[config.mk]
export PLATFORM = sky130hd
export DESIGN_NAME = lcd_mode_line_timing_top
export DESIGN_NICKNAME = d
export VERILOG_FILES = /design/src/lmlt_pkg.sv /design/src/lcd_mode_line_timing_top.sv
export SDC_FILE = /design/constraint.sdc
export NUM_CORES = 1
export LEC_CHECK = 0
export ABC_AREA = 1
export BUFFER_PORTS_ARGS = -buffer_cell sky130_fd_sc_hd__buf_2
export CAP_MARGIN = 10
export CORE_MARGIN = 8
export CORE_UTILIZATION = 45
export CTS_BUF_LIST = sky130_fd_sc_hd__clkbuf_4 sky130_fd_sc_hd__clkbuf_8
export CTS_CLUSTER_SIZE = 8
export DETAILED_ROUTE_END_ITERATION = 8
export PLACE_DENSITY_LB_ADDON = 0.2
export SLEW_MARGIN = 15
export SYNTH_ARGS = -nofsm -noshare
export SYNTH_HDL_FRONTEND = slang
export SYNTH_SLANG_ARGS = --single-unit
export TNS_END_PERCENT = 20
[constraint.sdc]
create_clock -name clk -period 6.2 [get_ports clk]
set_clock_uncertainty 0.1 [all_clocks]
set_input_delay 0.31 -clock clk [delete_from_list [all_inputs] [get_ports clk]]
set_output_delay 0.31 -clock clk [all_outputs]
set_load 0.01 [all_outputs]
[src/lmlt_pkg.sv]
// Shared types and timing constants for the LCD mode and line timing block.
`timescale 1ns / 1ps
package lmlt_pkg;

    // Mode codes as seen on the lcd_mode output.
    localparam logic [1:0] MODE_HBLANK   = 2'd0;
    localparam logic [1:0] MODE_VBLANK   = 2'd1;
    localparam logic [1:0] MODE_OAM      = 2'd2;
    localparam logic [1:0] MODE_TRANSFER = 2'd3;

    localparam int unsigned ACCUM_W = 10;
    localparam int unsigned TICKS_W = 6;
    localparam int unsigned LINE_W  = 8;

    // Mode lengths in ticks.
    localparam logic [ACCUM_W-1:0] LEN_OAM      = 10'd80;
    localparam logic [ACCUM_W-1:0] LEN_TRANSFER = 10'd172;
    localparam logic [ACCUM_W-1:0] LEN_HBLANK   = 10'd204;
    localparam logic [ACCUM_W-1:0] LEN_VLINE    = 10'd456;

    localparam logic [LINE_W-1:0] FIRST_VBLANK_LINE = 8'd144;
    localparam logic [LINE_W-1:0] LAST_LINE         = 8'd153;

    // Timing state, one-hot.
    typedef enum logic [3:0] {
        ST_HBLANK   = 4'b0001,
        ST_VBLANK   = 4'b0010,
        ST_OAM      = 4'b0100,
        ST_TRANSFER = 4'b1000
    } lcd_state_t;

endpackage

[src/lcd_mode_line_timing_top.sv]
// Top level of the LCD mode and scan-line timing block.
`timescale 1ns / 1ps
// Each input item carries the number of ticks that have elapsed since the previous item.
// The block adds them to a mode accumulator and steps the four-mode LCD timing
// machine (OAM search 80 ticks, pixel transfer 172, HBLANK 204, VBLANK 456 per line),
// producing exactly one result item per input item with the mode and line after the
// step plus three pulses: vblank_irq (VBLANK entered while enabled), line_render
// (pixel transfer ended) and frame_start (line wrapped to zero). At most one mode
// change happens per item; leftover ticks carry into the next mode. Lines 0 to 143
// are visible and lines 144 to 153 are VBLANK. The block takes one item per cycle
// while out_stall is low: an item passes an input register and then lands in the
// result register. The sustained rate is set by the combinational add, compare
// and subtract loop on the timing state. While a result waits under out_stall,
// one more item is still accepted into the input register. The interrupt enable
// is written through the cfg port, which is always ready; it should be written
// only while no item is in flight.
module lcd_mode_line_timing_top
(
    input  logic                          clk,
    input  logic                          rst_n,
    // Input item channel.
    input  logic                          in_valid,
    output logic                          in_stall,
    input  logic [lmlt_pkg::TICKS_W-1:0]  elapsed_ticks,
    // Result item channel.
    output logic                          out_valid,
    input  logic                          out_stall,
    output logic [1:0]                    lcd_mode,
    output logic [lmlt_pkg::LINE_W-1:0]   line_number,
    output logic                          vblank_irq,
    output logic                          line_render,
    output logic                          frame_start,
    // Configuration write channel.
    input  logic                          cfg_valid,
    output logic                          cfg_ready,
    input  logic                          vblank_irq_enable
);
    import lmlt_pkg::*;

    // Input register stage.
    logic                s1_valid_reg, s1_valid_next;
    logic [TICKS_W-1:0]  ticks_reg;

    // Timing state.
    lcd_state_t          state_reg, state_next;
    logic [ACCUM_W-1:0]  accum_reg, accum_next;
    logic [LINE_W-1:0]   line_reg, line_next;
    logic                irq_en_reg;

    // Result register.
    logic                out_valid_reg, out_valid_next;
    logic [1:0]          mode_out_reg;
    logic [LINE_W-1:0]   line_out_reg;
    logic                irq_out_reg, render_out_reg, frame_out_reg;

    logic                in_take, out_free, s1_move;
    logic [ACCUM_W-1:0]  sum;
    logic [LINE_W-1:0]   line_inc;
    logic                irq_c, render_c, frame_c;
    logic [1:0]          mode_c;

    // The result register can take a new item when it is empty or being drained.
    assign out_free = !out_valid_reg || !out_stall;
    assign s1_move  = s1_valid_reg && out_free;
    assign in_stall = s1_valid_reg && !out_free;
    assign in_take  = in_valid && !in_stall;
    assign cfg_ready = 1'b1;

    assign s1_valid_next  = in_take ? 1'b1 : (s1_move ? 1'b0 : s1_valid_reg);
    assign out_valid_next = s1_move ? 1'b1 : (out_stall ? out_valid_reg : 1'b0);

    assign sum      = accum_reg + {{(ACCUM_W-TICKS_W){1'b0}}, ticks_reg};
    assign line_inc = line_reg + 8'd1;

    // One step of the timing machine for the item in the input register.
    always_comb
    begin
        state_next = state_reg;
        accum_next = sum;
        line_next  = line_reg;
        irq_c      = 1'b0;
        render_c   = 1'b0;
        frame_c    = 1'b0;
        case (state_reg)
            ST_HBLANK:
            begin
                if (sum >= LEN_HBLANK)
                begin
                    line_next  = line_inc;
                    accum_next = sum - LEN_HBLANK;
                    if (line_inc == FIRST_VBLANK_LINE)
                    begin
                        irq_c      = irq_en_reg;
                        state_next = ST_VBLANK;
                    end
                    else
                    begin
                        state_next = ST_OAM;
                    end
                end
            end
            ST_VBLANK:
            begin
                if (sum >= LEN_VLINE)
                begin
                    accum_next = sum - LEN_VLINE;
                    if (line_inc > LAST_LINE)
                    begin
                        line_next  = '0;
                        state_next = ST_OAM;
                        frame_c    = 1'b1;
                    end
                    else
                    begin
                        line_next = line_inc;
                    end
                end
            end
            ST_OAM:
            begin
                if (sum >= LEN_OAM)
                begin
                    accum_next = sum - LEN_OAM;
                    state_next = ST_TRANSFER;
                end
            end
            ST_TRANSFER:
            begin
                if (sum >= LEN_TRANSFER)
                begin
                    accum_next = sum - LEN_TRANSFER;
                    state_next = ST_HBLANK;
                    render_c   = 1'b1;
                end
            end
            default:
            begin
                state_next = ST_OAM;
                accum_next = accum_reg;
            end
        endcase
    end

    // Map the one-hot state to the external mode code.
    always_comb
    begin
        case (state_next)
            ST_HBLANK:   mode_c = MODE_HBLANK;
            ST_VBLANK:   mode_c = MODE_VBLANK;
            ST_OAM:      mode_c = MODE_OAM;
            ST_TRANSFER: mode_c = MODE_TRANSFER;
            default:     mode_c = MODE_OAM;
        endcase
    end

    always_ff @(posedge clk or negedge rst_n)
    begin
        if (!rst_n)
        begin
            s1_valid_reg  <= 1'b0;
            out_valid_reg <= 1'b0;
            state_reg     <= ST_OAM;
            accum_reg     <= '0;
            line_reg      <= '0;
            irq_en_reg    <= 1'b0;
        end
        else
        begin
            s1_valid_reg  <= s1_valid_next;
            out_valid_reg <= out_valid_next;
            if (s1_move)
            begin
                state_reg <= state_next;
                accum_reg <= accum_next;
                line_reg  <= line_next;
            end
            if (cfg_valid && cfg_ready)
            begin
                irq_en_reg <= vblank_irq_enable;
            end
        end
    end

    // Payload registers carry no reset.
    always_ff @(posedge clk)
    begin
        if (in_take)
        begin
            ticks_reg <= elapsed_ticks;
        end
        if (s1_move)
        begin
            mode_out_reg   <= mode_c;
            line_out_reg   <= line_next;
            irq_out_reg    <= irq_c;
            render_out_reg <= render_c;
            frame_out_reg  <= frame_c;
        end
    end

    assign out_valid   = out_valid_reg;
    assign lcd_mode    = mode_out_reg;
    assign line_number = line_out_reg;
    assign vblank_irq  = irq_out_reg;
    assign line_render = render_out_reg;
    assign frame_start = frame_out_reg;

endmodule

# Yosys cells after proc, flatten, opt, wreduce, memory -nomap -nowiden
# Cells that the tools add are included.
# word_totals
output_inout_bits,16
input_bits,12
wordCells,68
ff_bits,44
# classes
muxes,23
n_reduce_logical,13
n_eq_ne,9
n_lt_le_gt_ge,5
addsub,6
# op_table
op,count
10-bit two-way mux,4
10-bit one-hot mux with 4 select lines,1
8-bit two-way mux,3
10-bit by 8-bit >= comparator with 1-bit output (second input constant),2
4-bit two-way mux,5
10-bit by 8-bit subtractor with 10-bit output (second input constant),2
4-bit one-hot mux with 4 select lines,1
8-bit one-hot mux with 2 select lines,1
10-bit by 6-bit adder with 10-bit output,1
10-bit by 7-bit >= comparator with 1-bit output (second input constant),1
10-bit by 9-bit >= comparator with 1-bit output (second input constant),1
10-bit by 7-bit subtractor with 10-bit output (second input constant),1
10-bit by 9-bit subtractor with 10-bit output (second input constant),1
8-bit by 1-bit adder with 8-bit output (second input constant),1
4-bit by 1-bit equality test with 1-bit output (second input constant),2
4-bit by 2-bit equality test with 1-bit output (second input constant),2
4-bit equality test (second input constant),2
8-bit equality test (second input constant),1
8-bit > comparator (second input constant),1
1-bit two-way mux,6
2-bit one-hot mux with 3 select lines,1
4-bit by 3-bit equality test with 1-bit output (second input constant),1
1-bit logical NOT,4
2-bit AND reduction,2
7 further kinds,9

# Longest topological paths before layout
# Gate-level depths: netlist of run 1.
# depth
ltp_word,7
depth_mapped,20
depth_no_buf,20

# Worst setup path after synthesis of run 1
# Ideal clock, no wire load.
# synth_timing
path_kind,reg-to-reg
start,register ticks_reg[1]
end,register line_out_reg[0] (netlist: line_number[0]) (data pin)
path_buffers,1
stages_incl_launch_ff,15
setup_ns,0.255
setup_slack_ns,3.440
synth_period_minus_slack_ns,2.760
t_arrival_ns,2.405
required_ns,5.845
cell_sequence,edfxtp_1 ha_1 nand3_1 nand3_2 xor2_1 ha_1 inv_1 nor2_1 nand3_1 nand2_2 nand3_4 buf_4 nand3_1 nand4_1 and2_1
# synth_between
elab_chain_len,4
elab_cells_between_ends,6
classes_between,add/sub (1); order compare (2); mux (3)
# synth_rtl
item,line_no,text
"start, declared",lcd_mode_line_timing_top.sv:42,logic [TICKS_W-1:0] ticks_reg;
"start signal, assigned",lcd_mode_line_timing_top.sv:189,ticks_reg <= elapsed_ticks;
10-bit by 6-bit adder with 10-bit output *,lcd_mode_line_timing_top.sv:72,"assign sum = accum_reg + {{(ACCUM_W-TICKS_W){1'b0}}, ticks_reg};"
10-bit by 9-bit >= comparator with 1-bit output or 10-bit by 8-bit >= comparator with 1-bit output (tied branches),"lcd_mode_line_timing_top.sv:104, lcd_mode_line_timing_top.sv:87",
"8-bit two-way mux, on equally long branches","lcd_mode_line_timing_top.sv:104, lcd_mode_line_timing_top.sv:87",
8-bit one-hot mux with 2 select lines *,lcd_mode_line_timing_top.sv:84,case (state_reg)
via line_next[0],lcd_mode_line_timing_top.sv:47,"logic [LINE_W-1:0] line_reg, line_next;"
"end signal, assigned",lcd_mode_line_timing_top.sv:194,line_out_reg <= line_next;
"end, declared",lcd_mode_line_timing_top.sv:53,logic [LINE_W-1:0] line_out_reg;
# Mark *: on every way through the listed nets, which the timed path passes. The rest lies on a longest branch.
# A chain may end at the register's enable or synchronous reset.

# Worst setup path after layout of run 1
# layout_timing
start,register accum_reg[2]
end,register mode_out_reg[0] (netlist: lcd_mode[0]) (data pin)
# layout_between
elab_chain_len,6
elab_cells_between_ends,14
classes_between,add/sub (1); order compare (4); eq/ne (3); mux (6)
# layout_rtl
item,line_no,text
"start, declared",lcd_mode_line_timing_top.sv:46,"logic [ACCUM_W-1:0] accum_reg, accum_next;"
"start signal, assigned",lcd_mode_line_timing_top.sv:174,accum_reg <= accum_next;
10-bit by 6-bit adder with 10-bit output *,lcd_mode_line_timing_top.sv:72,
10-bit by 8-bit >= comparator with 1-bit output (tied with other cells),lcd_mode_line_timing_top.sv:129,if (sum >= LEN_TRANSFER)
"4-bit two-way mux, on equally long branches",--,
4-bit one-hot mux with 4 select lines *,lcd_mode_line_timing_top.sv:84,
4-bit equality test (tied with other cells),lcd_mode_line_timing_top.sv:147,case (state_next)
2-bit one-hot mux with 3 select lines *,lcd_mode_line_timing_top.sv:147,
via mode_c[0],lcd_mode_line_timing_top.sv:60,logic [1:0] mode_c;
"end signal, assigned",lcd_mode_line_timing_top.sv:193,mode_out_reg <= mode_c;
"end, declared",lcd_mode_line_timing_top.sv:52,logic [1:0] mode_out_reg;
# Marked as above.

==> results of run 1 <==
## kinds of logic after synthesis
kind of cell,count (synthesis)
adders and majority gates,13
DFF,44
and+or+nand+nor,374
AOI/OAI and AO/OA,36
other,1
xor gates and xnor gates,6
buffers and inverters,97
## report_power, final
group	internal (uW)	switching (uW)	leakage, uW	total [uW]
registers	390	63.8	0.000494	454
logic	493	1080	0.00166	1570
clock network	132	111	0.0000614	243
total	1010	1250	0.00221	2270
## cells in the mapped netlist (2+ instances only)
cell type	count	share of area, %
nand2_1	191	19
nand3_1	83	11
inv_1	73	7.2
nor2_1	47	4.6
dfrtp_1	24	16
edfxtp_1	19	15
o21ai_0	14	1.8
ha_1	12	3.9
nand2_2	11	1.8
nand4_1	9	1.5
a21oi_1	8	1.1
nand3_2	8	2.1
o211ai_1	7	1.4
inv_2	6	0.59
xor2_1	6	1.4
buf_2	5	0.66
buf_4	5	0.99
nand2_4	5	1.5
nand3b_1	4	0.79
o21ai_1	4	0.53
or2_2	4	0.66
buf_6	3	0.89
clkbuf_1	3	0.30
nand3_4	3	1.4
nor2_2	3	0.49
clkinv_1	2	0.20
nor3_1	2	0.26
o211ai_2	2	0.66
## per-layer routing
layer,wire [um],global-route usage [%],share of wire (%),up-vias
li1,-,-,-,1863
met5,0,0,0,-
met4,210,5.95,2.2,0
met2,4140,26.0,43,129
met1,4740,24.5,49,1682
met3,609,3.21,6.3,16
## cell usage in the layout (no fill, tap or decap), types with 4 or more instances in the layout
master and count:
nor2_2 4, xor2_1 6, inv_1 73, o211ai_1 7
or2_2 4, nand2_4 5, nand2_1 191, o21ai_1 4
o21ai_0 14, nand4_1 9, ha_1 12, nor2_1 46
edfxtp_1 19, nand2_2 11, a21oi_1 8, nand3_2 8
nand3_1 83, dfrtp_1 24, nand3b_1 4, clkbuf_8 6
buf_2 26, inv_2 6
## final cells by class
class / count / share of cell area [%]
sequential: 44 / 29.0
timing repair buffer: 30 / 3.94
tap: 105 / 3.19
clock buffer: 6 / 2.00
multi-input combinational: 430 / 53.5
clock inverter: 2 / 0.941
inverter: 81 / 7.37
## final timing paths
| path | slack [ns] | from | cells after the start | endpoint |
|---|---|---|---|---|
| max | 2.78 | accum_reg[2] | 16 | lcd_mode[0] |
| min | 0.07 | elapsed_ticks[4] | 1 | ticks_reg[4] |
| max reg2reg | 2.78 | accum_reg[2] | 16 | lcd_mode[0] |
| min reg2reg | 0.39 | s1_valid_reg | 2 | out_valid |
| max in group asynchronous | 5.09 | rst_n | 2 | accum_reg[3] |
| min in group asynchronous | 0.46 | rst_n | 2 | accum_reg[8] |
## stage by stage
step	hold WS, ns	instance area [um2]	setup WS, ns
6_report	0.0671	4120	2.78
3_3_place_gp	0.275	3990	2.87
5_1_grt	0.0597	4120	2.46
4_1_cts	0.0633	4120	2.80
3_5_place_dp	0.275	3990	2.81
2_1_floorplan	-0.0856	3810	3.44
==> metrics list, run 1 <==
- The H-tree was split into 2 levels.
* CP arrival: between 3 and 4 ns
- Post-synthesis net count: between 500 and 600
* Slowest cell on crit path: xor2_1
- After clock tree synthesis, the repair step resized 0 gates.
- Fill cells in the final layout number between 800 and 900.
- For the pin with the worst max-slew slack, the measured transition is slightly above 0.7 ns.
* Number of nets in the layout: 617
* Overall die area: 11,700 um2
- Final period demand of the worst path: 3.42 ns
- Count of pins over their slew limit: 0
- Across every metal layer, demand over resource in global routing totals 17.4%.
* Inst Count DP: 689
- The tool flagged a number of max-cap violations equal to 0.
* TNS Setup: 0 ns
- Cells with a size suffix above 1 make up 14.5% of the layout.
- Final core utilization: 50.2%
* WS Path Type: flop to flop
- The mapped netlist covers ~3800 um2.
- Sequence of cells on the critical path: ha_1 > nand3_1 > nand3_2 > xor2_1 > ha_1 > inv_1 > nand2_2 > inv_2 > nand2_2 > nand3_4 > nand2_4 > nand2_1 > o21ai_0 > inv_1 > nand3_1 > nor2_1
- Excluding fillers, the count of instances in the completed layout stands at 698.
- The flow ran to the end, and the final reports show no timing, DRC or antenna violations.
- Entering global routing, the biggest net connects 28 pins.
- CTS tree: done
- Post-Synth Simple-Gate Area: between 40% and 50%
- Port buffering added 26 buffers.
- After Yosys synthesis, full adders, half adders and majority gates account for around 4.5% of the synthesized area.
- The register with the most flip-flops in the layout has 10 of them.
- After floorplanning, the core was divided into 33 placement rows.
- Post-synthesis compound-gate area fraction: 5.88%
* CTS clock-pin slew for the worst setup and hold paths: 0.10 ns
- Synth async-reset ratio: 56.8%
- Synth warn: 0
- Number of buffers on the longest clock path: 2
- Counting both buffers and inverters, the worst setup path holds a total of 3.
- CP delay by family, top: simple AND/OR/NAND/NOR gates
- Slew HR: 52.8%
* Power per unit of standard cell area: between 500 and 600 nW/um2
- Setup repair bufs after CTS: 0
- After legalization and detailed placement, the total HPWL measured 7020 um.
- Antenna violations before repair: 0
- Across the whole layout, storage elements account for 1200 um2.
- The first TritonRoute pass finished after 5 iterations.
- Of the synthesized area, sequential elements account for 31.4%.
* Via count: 3,690
- STA classifies the critical path startpoint as a flop.
- Setup violations remaining at the end of the flow were counted as 0.
- Ant. Diodes: 0
* Syn Area/Cell: 6.67 um2
- Clock tree root driver cell: clkbuf_8
- In the synthesized netlist, the number of instances is 571.
- Via count of the first global-routing pass: roughly 3,500
- The path class of the tightest hold or removal check is primary input to flop.
- Required time of the critical path: between 6 and 7 ns
- After detailed routing, the number of vias per cell comes to 5.29.
- CORE AREA: a little over 8000 um2
- EDFF count, synth: 19
- Predominant post-synthesis flop cell: dfrtp_1
- After synthesis the netlist holds a flip-flop and latch count of 44.
* CTS Hold Bufs: 1
* Kind of end point of the critical path: flop
- Number of nets with antenna violations after routing: 0
* DRC marker count from the first detailed-route iteration: 266
- Buffers inserted during clock tree synthesis total 5.
- Combinational family with the most area after synthesis: simple AND/OR/NAND/NOR gates
- The congestion estimate from routability-driven global placement came to 0.933.
* Die Ht: 108 um
- Growth of design area from synthesis to finish: 8.28%
- Post-route fraction of the period consumed by the critical path: 55.1%
* Worst Path Max Fanout: 24
- Worst-case vdd ir drop: 0.274 mV
- Overall power of the completed layout: 2270 uW
- Setup repair after global routing left no endpoint under its margin.
* Clock tree sinks: 44
- Area taken by multi-input logic gates: 2210 um2
* Pleak: between 0.002 and 0.0025 uW
* Detailed-route DRC error count: 0
* Width of the die: ~110 um
- For this block, the routed nets add up to 9710 um of wire.
- Clock network latency to the later pin of the worst-skew pair: 0.31 ns
* Average detailed-routed wire length per instance: roughly 14 um
- Post-Synth XOR/XNOR Area: 1.38%
- Worst stage delay on the critical path: ~0.52 ns
* Distinct cell type count of the synthesized netlist: 36
* Starting density of the core: roughly 46%
- Number of hold violations in the final report: 0
- Top Ports: 28
- Based on the critical path, the design can be clocked at up to 293 MHz.
- Wire length of the first global-routing pass: ~16,000 um
- After global routing the overflow that remains totals 0.
- Portion of netlist area occupied by mux cells: 0%
Power figures use the tool's default switching activity.
==> run 2, diff against run 1 <==
Settings changed: ABC_AREA 1 to 0.
Clock period 6.2 ns to 2.9 ns, I/O delays scaled along.
==> metrics list, run 2 <==
* HPWL after DPL: 8040 um
- For this run the aggregate overflow at the end of global routing stands at 0.
- The first global-routing pass estimated about 18,000 um of wire.
* Number of nets with antenna violations after routing: 0
* Buffers on Ports: 26
- In the synthesized netlist, the cells that appear most often are a21oi_1 (38), nand2_1 (37), dfrtp_1 (24), edfxtp_1 (19), o21ai_0 (19).
- Summed over all cells, the static leakage comes to roughly 0.0021 uW.
- Slack of the critical path: -0.416 ns
* Starting density of the core: 46.6%
* Count of max-cap constraint violations: 0
* Synth warn: 0
* Combinational family with the most area after synthesis: compound AO/OA/AOI/OAI gates
- The synthesized netlist devotes 3.65% of its cell area to XOR and XNOR gates.
- Adder and majority cell fraction of the synthesized area: 4.73%
- The floorplan step set the die height to between 100 and 150 um.
- CP arrival: 3.25 ns
- For this design, the sink count on the clock tree is 44.
- The most used flip-flop cell after synthesis is dfrtp_1.
* Slew HR: between 10% and 20%
- Proportion of synthesized chip area in sequential cells: 33.3%
- Worst-case vdd ir drop: 0.647 mV
- Post-Synth Simple-Gate Area: 21.0%
- Number of buffers created by CTS: 5
- Routability-driven placement finished with a final weighted congestion of around 0.93.
- DRC marker count from the first detailed-route iteration: between 200 and 250
- In the routed layout, each cell is associated on average with a via count of 5.87.
- The startpoint identified for the worst register-to-register timing path is ticks_reg[0].
* Post-synthesis net count: between 400 and 500
- Post-synthesis compound-gate area fraction: 29.3%
- Sorting the synthesized cells by area gives the leading types as dfrtp_1 (17%), edfxtp_1 (16%), a21oi_1 (5.3%).
* Ant. Diodes: 0
* Detailed-route DRC error count: 0
- STA puts the critical path data required time at 2.84 ns.
- # setup viols final: 30
- Of all cell types, the one taking the most synthesized area is dfrtp_1.
* Clock network latency to the later pin of the worst-skew pair: 0.30 ns
* R2R cell count: 15
* Total wire length after detailed routing: 11,300 um
- The number of hold violations in the final report was 0.
- Relative to the synthesized area, the layout overhead comes to 40.7%.
- CTS tree: done
- Register bit total from synthesis: 44
- Leading cell types in the layout, fill and taps excluded: buf_4 (93), nand2_1 (33), a21oi_1 (27)
- The design draws 6480 uW.
- For this design the ratio of total power to cell area is 1280 nW/um2.
- Instance count of the mapped netlist: 397
- Row generation in the floorplan step produced 32 rows.
* Pre-Repair DR Iteration Count: 4
- Pin count of the biggest net entering global routing: 26
- Origin of the worst min-delay path: out_stall
* Violated checks: negative setup slack
- In the finished design, the share of the clock period the worst path needs comes to 114%.
- Yosys top cell area share: 16.7%
- The register with the most flip-flops in the layout has 10 of them.
- In the synthesized netlist, mux cells make up under 10% of the area.
- Number of buffers on the longest clock path: 2
* Overall die area: 11,100 um2
- Worst flop-to-flop path endpoint: line_number[7]
* CTS clock-pin slew for the worst setup and hold paths: roughly 0.090 ns
- The floorplan step set the die width to 105 um.
- The number of global-route vias before repair was 3,610.
- Number of nets in the layout: 540
- STA classifies the critical path endpoint as a flop.
- In the final layout, the share of cells above drive strength 1 is a little over two fifths.
* Worst Path Max Fanout: 7
- Derived from the worst setup path, the maximum achievable clock frequency is 302 MHz.
- Total routing usage reported by global routing: a little under 20%
- Top Ports: 28
* Status: finished, violations left
- For the pin with the worst max-slew slack, the measured transition is 1.30 ns.
* Netlist Area Pre-Place: 3600 um2
- Setup repair after global routing could not meet its margin everywhere.
- Count of pins over their slew limit: 0
- After synthesis, the netlist uses 88 different library cells.
* Final period demand of the worst path: approximately 3.3 ns
- EDFF count, synth: 19
- Average detailed-routed wire length per instance: 18.2 um
- For the final routed database, the setup TNS stands at -8.31 ns.
* Slack of the worst reg-to-reg path: -0.42 ns
- Synth async-reset ratio: 56.8%
* HP Class: primary input to flop
- Most instantiated library cell after synthesis: a21oi_1
* CORE AREA: 7730 um2
- Antenna violations before repair: 0
- Kind of start point of the critical path: flop
- Hold worst-path end: out_valid
- The worst hold path was traced through 3 stages.
* Syn Area/Cell: approximately 9.1 um2
- In this run the clock root is driven by a clkbuf_8.
- Leaving out fill and tap cells, the most frequent cell in the layout is buf_4.
* Via count: 3,629
* Htree depth: 2
- The setup path with the least slack is of type flop to flop.
[run 2: layout make-up]
class | count | area [um2]
clock buffers | 5 | 68.8
flip-flops and latches | 44 | 1200
clock inverters | 3 | 17.5
fillers | 618 | 2670
inverters | 16 | 62.6
well taps | 102 | 128
repair buffers | 137 | 1050
multi-input cells | 311 | 2540
[run 2: timing repair]
| action | in CTS | in global routing |
|---|---|---|
| pin swaps | 12 | 14 |
| hold endpoints to repair | 32 | 0 |
| setup endpoints to repair | 33 | 32 |
| resized for setup | 36 | 31 |
| gates cloned | 2 | 0 |
| buffers inserted | 9 | 4 |
| hold buffers | 10 | 0 |
[run 2: power by group]
part	switching (uW)	total [uW]	internal [uW]	leakage (uW)
combinational	2670	5100	2430	0.00155
clock	229	398	169	0.0000460
sequential	153	977	825	0.000490
total	3050	6480	3430	0.00208
[run 2: through the flow]
step           instances  util [%]  area, um2  hold slack (ns)  worst slack (ns)
2_1_floorplan        397         -       3670           -0.251            -0.361
3_3_place_gp         586      57.5       4450           0.0893            -0.381
3_5_place_dp         586      57.5       4450           0.0956            -0.426
4_1_cts              615      63.3       4890           0.0146            -0.349
5_1_grt              618      65.5       5060           0.0278            -0.548
6_report             618      65.5       5060           0.0111            -0.416
[run 2: how the worst max path moves through the flow]
stage / startpoint / to / cells past startpoint
floorplan: accum_reg[0] / line_number[7] / 14
global placement: accum_reg[0] / line_number[5] / 14
detailed placement: accum_reg[0] / line_number[5] / 14
CTS: ticks_reg[0] / line_number[5] / 15
global route: ticks_reg[0] / lcd_mode[0] / 15
finish: ticks_reg[0] / line_number[7] / 15
[run 2: routing by layer]
metal,part of all wire [%],track usage [%],wire length (um),vias up
met2,49,32.3,5530,127
met3,5.1,2.98,577,22
met4,1.9,6.73,218,0
met5,0,0,0,-
met1,44,24.7,4940,1746
li1,-,-,-,1734
[run 2: worst max-delay path, stage by stage (launching register included)]
cell       delay, ns
edfxtp_1        0.38
ha_2            0.21
fa_2            0.38
nand3_2         0.09
buf_6           0.10
a21oi_4         0.05
nor2_4          0.12
inv_2           0.06
ha_4            0.15
nor4b_4         0.13
a2111oi_4       0.47
o41ai_4         0.16
a22o_4          0.31
buf_12          0.15
a21oi_4         0.13
a31oi_1         0.05
[run 2: cells by family after synthesis]
family,count (synthesis)
AOI/OAI and AO/OA,148
xor gates and xnor gates,12
adders and majority gates,13
buffers and inverters,43
DFF,44
muxes,6
other,1
and+or+nand+nor,130
